==> src/rtl/five_tuple_acl_classifier_core_macros.svh <==
// ----------------------------------------------------------------------------
// five-tuple acl classifier assertion macros
// shared concurrent assertion forms, clocked on clk, disabled in rst
// ----------------------------------------------------------------------------
`ifndef FIVE_TUPLE_ACL_CLASSIFIER_CORE_MACROS_SVH
`define FIVE_TUPLE_ACL_CLASSIFIER_CORE_MACROS_SVH

// same-cycle implication
`define FTACL_ASSERT_IMPL(name, ante, cons, msg) \
  name: assert property (@(posedge clk) disable iff (rst) (ante) |-> (cons)) \
    else $error(msg);

// next-cycle implication
`define FTACL_ASSERT_NEXT(name, ante, cons, msg) \
  name: assert property (@(posedge clk) disable iff (rst) (ante) |=> (cons)) \
    else $error(msg);

`endif

==> src/rtl/ftacl_pkg.sv <==
// ----------------------------------------------------------------------------
// ftacl_pkg
// types, constants and helpers shared by the acl cell chain and its top level
// ----------------------------------------------------------------------------
package ftacl_pkg;

  localparam int MAX_RULES = 64;
  localparam int IDX_W     = $clog2(MAX_RULES);
  localparam int CNT_W     = $clog2(MAX_RULES + 1);

  localparam logic [1:0] CMD_EVAL = 2'd0;
  localparam logic [1:0] CMD_ADD  = 2'd1;
  localparam logic [1:0] CMD_DEL  = 2'd2;

  localparam logic [1:0] ST_OK        = 2'd0;
  localparam logic [1:0] ST_FULL      = 2'd1;
  localparam logic [1:0] ST_NOT_FOUND = 2'd2;

  typedef struct packed {
    logic [31:0] id;
    logic [31:0] src_ip;
    logic [5:0]  src_len;
    logic [31:0] dst_ip;
    logic [5:0]  dst_len;
    logic [7:0]  proto;
    logic [15:0] src_lo;
    logic [15:0] src_hi;
    logic [15:0] dst_lo;
    logic [15:0] dst_hi;
    logic        verdict;
  } rule_t;

  // command under evaluation, broadcast to every cell
  typedef struct packed {
    logic [1:0]  cmd;
    logic [31:0] id;
    logic [31:0] src_ip;
    logic [31:0] dst_ip;
    logic [7:0]  proto;
    logic [15:0] pkt_sport;
    logic [15:0] pkt_dport;
  } op_t;

  // partial result handed from cell to cell
  typedef struct packed {
    logic        hit;
    logic        verdict;
    logic [31:0] id;
  } link_t;

  function automatic logic [31:0] prefix_mask(input logic [5:0] len);
    logic [5:0] n;
    n = (len > 6'd32) ? 6'd32 : len;
    return ~(32'hFFFF_FFFF >> n);
  endfunction

endpackage

==> src/rtl/ftacl_cell.sv <==
// ----------------------------------------------------------------------------
// ftacl_cell
// one rule slot: stores a rule, tests it when the token passes, hands on
// ----------------------------------------------------------------------------
module ftacl_cell import ftacl_pkg::*; (
  input  logic             clk,
  input  logic             rst,
  input  logic [IDX_W-1:0] idx,
  input  logic [CNT_W-1:0] used_cnt,
  input  logic             wr_en,
  input  rule_t            wr_rule,
  input  op_t              op,
  input  logic             tok_in,
  input  link_t            link_in,
  output logic             tok_out,
  output link_t            link_out
);

  rule_t rule;
  logic  active;
  logic  in_use;
  logic  pkt_hit;
  logic  id_hit;
  logic  src_any;
  logic  dst_any;
  link_t link_next;
  logic  active_next;

  assign in_use = {1'b0, idx} < used_cnt;

  assign src_any = (rule.src_lo == 16'd0) && (rule.src_hi == 16'd0);
  assign dst_any = (rule.dst_lo == 16'd0) && (rule.dst_hi == 16'd0);

  assign pkt_hit = ((rule.proto == 8'd0) || (rule.proto == op.proto))
    && (((op.src_ip ^ rule.src_ip) & prefix_mask(rule.src_len)) == 32'd0)
    && (((op.dst_ip ^ rule.dst_ip) & prefix_mask(rule.dst_len)) == 32'd0)
    && (src_any || ((op.pkt_sport >= rule.src_lo) && (op.pkt_sport <= rule.src_hi)))
    && (dst_any || ((op.pkt_dport >= rule.dst_lo) && (op.pkt_dport <= rule.dst_hi)));

  assign id_hit = rule.id == op.id;

  always_comb begin
    link_next   = link_in;
    active_next = active;
    if (tok_in && !link_in.hit && in_use && active) begin
      case (op.cmd)
        CMD_EVAL: begin
          if (pkt_hit) begin
            link_next.hit     = 1'b1;
            link_next.verdict = rule.verdict;
            link_next.id      = rule.id;
          end
        end
        CMD_DEL: begin
          if (id_hit) begin
            link_next.hit = 1'b1;
            active_next   = 1'b0;
          end
        end
        default: begin
        end
      endcase
    end
  end

  always_ff @(posedge clk) begin
    if (wr_en) begin
      rule   <= wr_rule;
      active <= 1'b1;
    end else begin
      active <= active_next;
    end
    link_out <= link_next;
  end

  always_ff @(posedge clk) begin
    if (rst) begin
      tok_out <= 1'b0;
    end else begin
      tok_out <= tok_in;
    end
  end

endmodule

==> config.mk <==
export PLATFORM = sky130hd
export DESIGN_NAME = ftacl_cell
export DESIGN_NICKNAME = d
export VERILOG_FILES = /design/src/rtl/five_tuple_acl_classifier_core_macros.svh /design/src/rtl/ftacl_pkg.sv /design/src/rtl/ftacl_cell.sv
export SDC_FILE = /design/constraint.sdc
export NUM_CORES = 1
export LEC_CHECK = 0
export ABC_AREA = 1
export ABC_CLOCK_PERIOD_IN_PS = 2900
export BUFFER_PORTS_ARGS = -buffer_cell sky130_fd_sc_hd__buf_4
export CORE_MARGIN = 2
export CORE_UTILIZATION = 30
export DETAILED_ROUTE_END_ITERATION = 6
export HOLD_SLACK_MARGIN = 0.02
export PLACE_DENSITY = 0.65
export SYNTH_ARGS = -nofsm -noshare
export SYNTH_HDL_FRONTEND = slang
export SYNTH_SLANG_ARGS = --single-unit
==> constraint.sdc <==
create_clock -name clk -period 2.9 [get_ports clk]
set_clock_uncertainty 0.15 [all_clocks]
set_input_delay 0 -clock clk [delete_from_list [all_inputs] [get_ports clk]]
set_output_delay 0 -clock clk [all_outputs]
set_load 0.01 [all_outputs]
==> results.json <==
{
  "dp_slack_ps": 163.1,
  "synth_flop_cell": "edfxtp_1",
  "die_h_um": 198.9,
  "io_pins": 405,
  "wl_met1_mm": 15.49,
  "required_ps": 3190,
  "ys_seq_area_frac": 0.5403,
  "vias_per_cell": 4.568,
  "avgSynthCellArea_um2": 9.447,
  "die_x_um": 198.9,
  "fillers": 3234,
  "utilization": 0.5239,
  "antenna_left": 0,
  "syn_area_um2": 11390,
  "cp-start-kind": "flip-flop",
  "cap_violations": 0,
  "vias": 11593,
  "synth_top_area_frac": 0.4770,
  "clock_sink_count": 217,
  "power_mw": 8.994,
  "drive_above_1_share": 0.2525,
  "post_drt_wl_per_cell_um": 16.89,
  "wl_mm": 42.86,
  "synth-seq-cells": 217,
  "grt_setup_unrepaired": "false",
  "tightest_slew_ps": 919.1,
  "yosys_warnings": 0,
  "crit_type": "flip-flop to flip-flop",
  "start_util": 0.3032,
  "worst_ep_arrival_time_ps": 2960,
  "cts_tree": "yes",
  "nets": 2438,
  "max_freq_mhz": 374.1,
  "fin_tns_setup_ps": 0,
  "end_kind": "flip-flop",
  "gp_congestion": 0.9032,
  "area_delta_synth_final_pct": 72.80,
  "period_needed_ps": 2673,
  "worst_slack_ps": 227.2,
  "critPathMaxFanout": 34,
  "first_pass_iters": 5,
  "drv_slew": 0,
  "gr-total-overflow": 0,
  "maxUsedRoutingLayer": "met4",
  "wl_met3_mm": 3.196,
  "route.met2.wl_mm": 22.25,
  "numCtsBuffers": 27,
  "period_share": 0.9217,
  "grt_max_degree": 103,
  "synth_nets": 1645,
  "drc": 0,
  "clk_pin_slew_ps": 60,
  "ir_drop_mv": 0.4918,
  "portBuffers": 404,
  "rows": 71,
  "power_density_nw_per_um2": 456.9,
  "ctsRootBufferMaster": "clkbuf_16",
  "antenna_found_initial": 6,
  "clk_latency_ps": 550,
  "yosysTopAreaCell": "edfxtp_1",
  "hold_violations": 0,
  "h-tree-depth": 1,
  "ys_top_cells_by_area": "edfxtp_1, nand2_1, ha_1",
  "core_um2": 37580,
  "grt_pass1_vias": 12107,
  "slew-limit-headroom": 0.3873,
  "holdCritPathClass": "input pin to flip-flop",
  "hpwl_mm": 28.98,
  "async_flop_share": 0,
  "grt_pass1_wl_mm": 62.53,
  "synth_edf_count": 181,
  "run_status": "completed",
  "leakage_nw": 9.253,
  "setup-violations-final": 0,
  "drt_iter0_markers": 595,
  "cts_buffer_depth": 3,
  "gr-usage-all-layers": 0.2071,
  "synth_cell_types": 39,
  "syn-instance-count": 1206,
  "dieArea_um2": 39550
}
==> repair_timing <==
| action | in CTS | in global routing |
|---|---|---|
| resized for setup | 0 | 7 |
| setup buffers | 0 | 5 |
| setup endpoints to repair | 0 | 35 |
| hold endpoints to repair | 217 | 4 |
| hold buffers | 361 | 4 |
==> placed cells by master (no fill, tap or decap), drive strengths merged <==
| cell type | Yosys | layout |
|---|---|---|
| a21o | 2 | 2 |
| a21oi | 43 | 43 |
| a31oi | 2 | 2 |
| buf | 11 | 417 |
| bufinv | 0 | 2 |
| clkbuf | 9 | 40 |
| clkinv | 1 | 8 |
| clkinvlp | 0 | 1 |
| dfxtp | 36 | 36 |
| diode | 0 | 7 |
| dlygate4sd3 | 0 | 365 |
| edfxtp | 181 | 181 |
| ha | 69 | 69 |
| inv | 194 | 196 |
| nand2 | 330 | 330 |
| nand3 | 57 | 57 |
| nand3b | 3 | 3 |
| nand4 | 60 | 60 |
| nor2 | 69 | 69 |
| nor3 | 9 | 9 |
| nor4 | 14 | 14 |
| o211ai | 16 | 16 |
| o21ai | 27 | 27 |
| o21bai | 2 | 2 |
| o311ai | 1 | 1 |
| o31ai | 1 | 1 |
| o41ai | 1 | 1 |
| or2 | 18 | 18 |
| xnor2 | 23 | 23 |
| xor2 | 27 | 27 |
==> worst paths after layout <==
| check | from | to | slack, ps | cells past startpoint |
|---|---|---|---|---|
| worst min-delay path | wr_rule[130] | rule[130] | 30 | 2 |
| worst max-delay path | rule[113] | link_out[15] | 230 | 16 |
| worst min register to register | active | active | 310 | 1 |
| worst max register to register | rule[113] | link_out[15] | 230 | 16 |
==> through the flow <==
stage | instances | hold slack, ps | instance area [um^2]
after floorplan | 1206 | -77.62 | 11390
after global placement | 2110 | 8.657 | 15040
after detailed placement | 2110 | 10.63 | 15040
after CTS | 2521 | 20.01 | 19540
after global routing | 2537 | 20.07 | 19690
final | 2538 | 30.76 | 19690
==> metal layers <==
metal / vias to the layer above / GRT usage
met1: 5360 / 0.2130
li1: 5635 / -
met5: - / 0
met2: 486 / 0.3893
met4: 0 / 0.1028
met3: 112 / 0.05053
==> final cells by class <==
cell class	instances	area, um^2	area share
flip-flops and latches	217	6156	0.3127
inverters	195	737.0	0.03743
well taps	511	639.4	0.03248
repair buffers	784	6864	0.3486
clock inverters	12	121.4	0.006165
clock buffers	38	767.0	0.03896
diodes	7	17.52	0.0008897
multi-input cells	774	4385	0.2228
==> cells in the mapped netlist, drive strengths merged (23+ instances only) <==
cell,instances
xnor2,23
nand3,57
nand2,330
ha,69
nor2,69
a21oi,43
inv,194
edfxtp,181
dfxtp,36
o21ai,27
xor2,27
nand4,60
==> worst max-delay path: stages (launching register included) <==
cell and delay, ps:
edfxtp_1 590, nor2_1 90, nand3_1 90, nand2_1 100
nand2_2 130, nand3_1 90, nand3_1 90, nand3_1 70
nor2_1 130, nand2_1 60, nor2_1 190, inv_1 110
nor2_4 160, nand4_4 80, buf_6 240, nand2_1 120
nand2_1 60
==> logic make-up after synthesis <==
logic type | Yosys count | share of synthesized area
simple gates | 560 | 0.2195
flops | 217 | 0.5403
buf+inv | 215 | 0.07676
compound gates | 95 | 0.04920
fa+ha+maj | 69 | 0.07577
xor+xnor | 50 | 0.03844
==> report_power, final <==
part           total, mW  internal (mW)  switching, mW  leakage (nW)
registers           3.79           3.64          0.144          2.07
logic               1.84           1.00          0.839          6.74
clock network       3.36           2.02           1.35         0.436
==> registers in the layout (all words and copies together) (netlist names) <==
signal,cells
rule,181
link_out,34
active,1
tok_out,1
No activity file was read; power rests on OpenSTA's default activity.
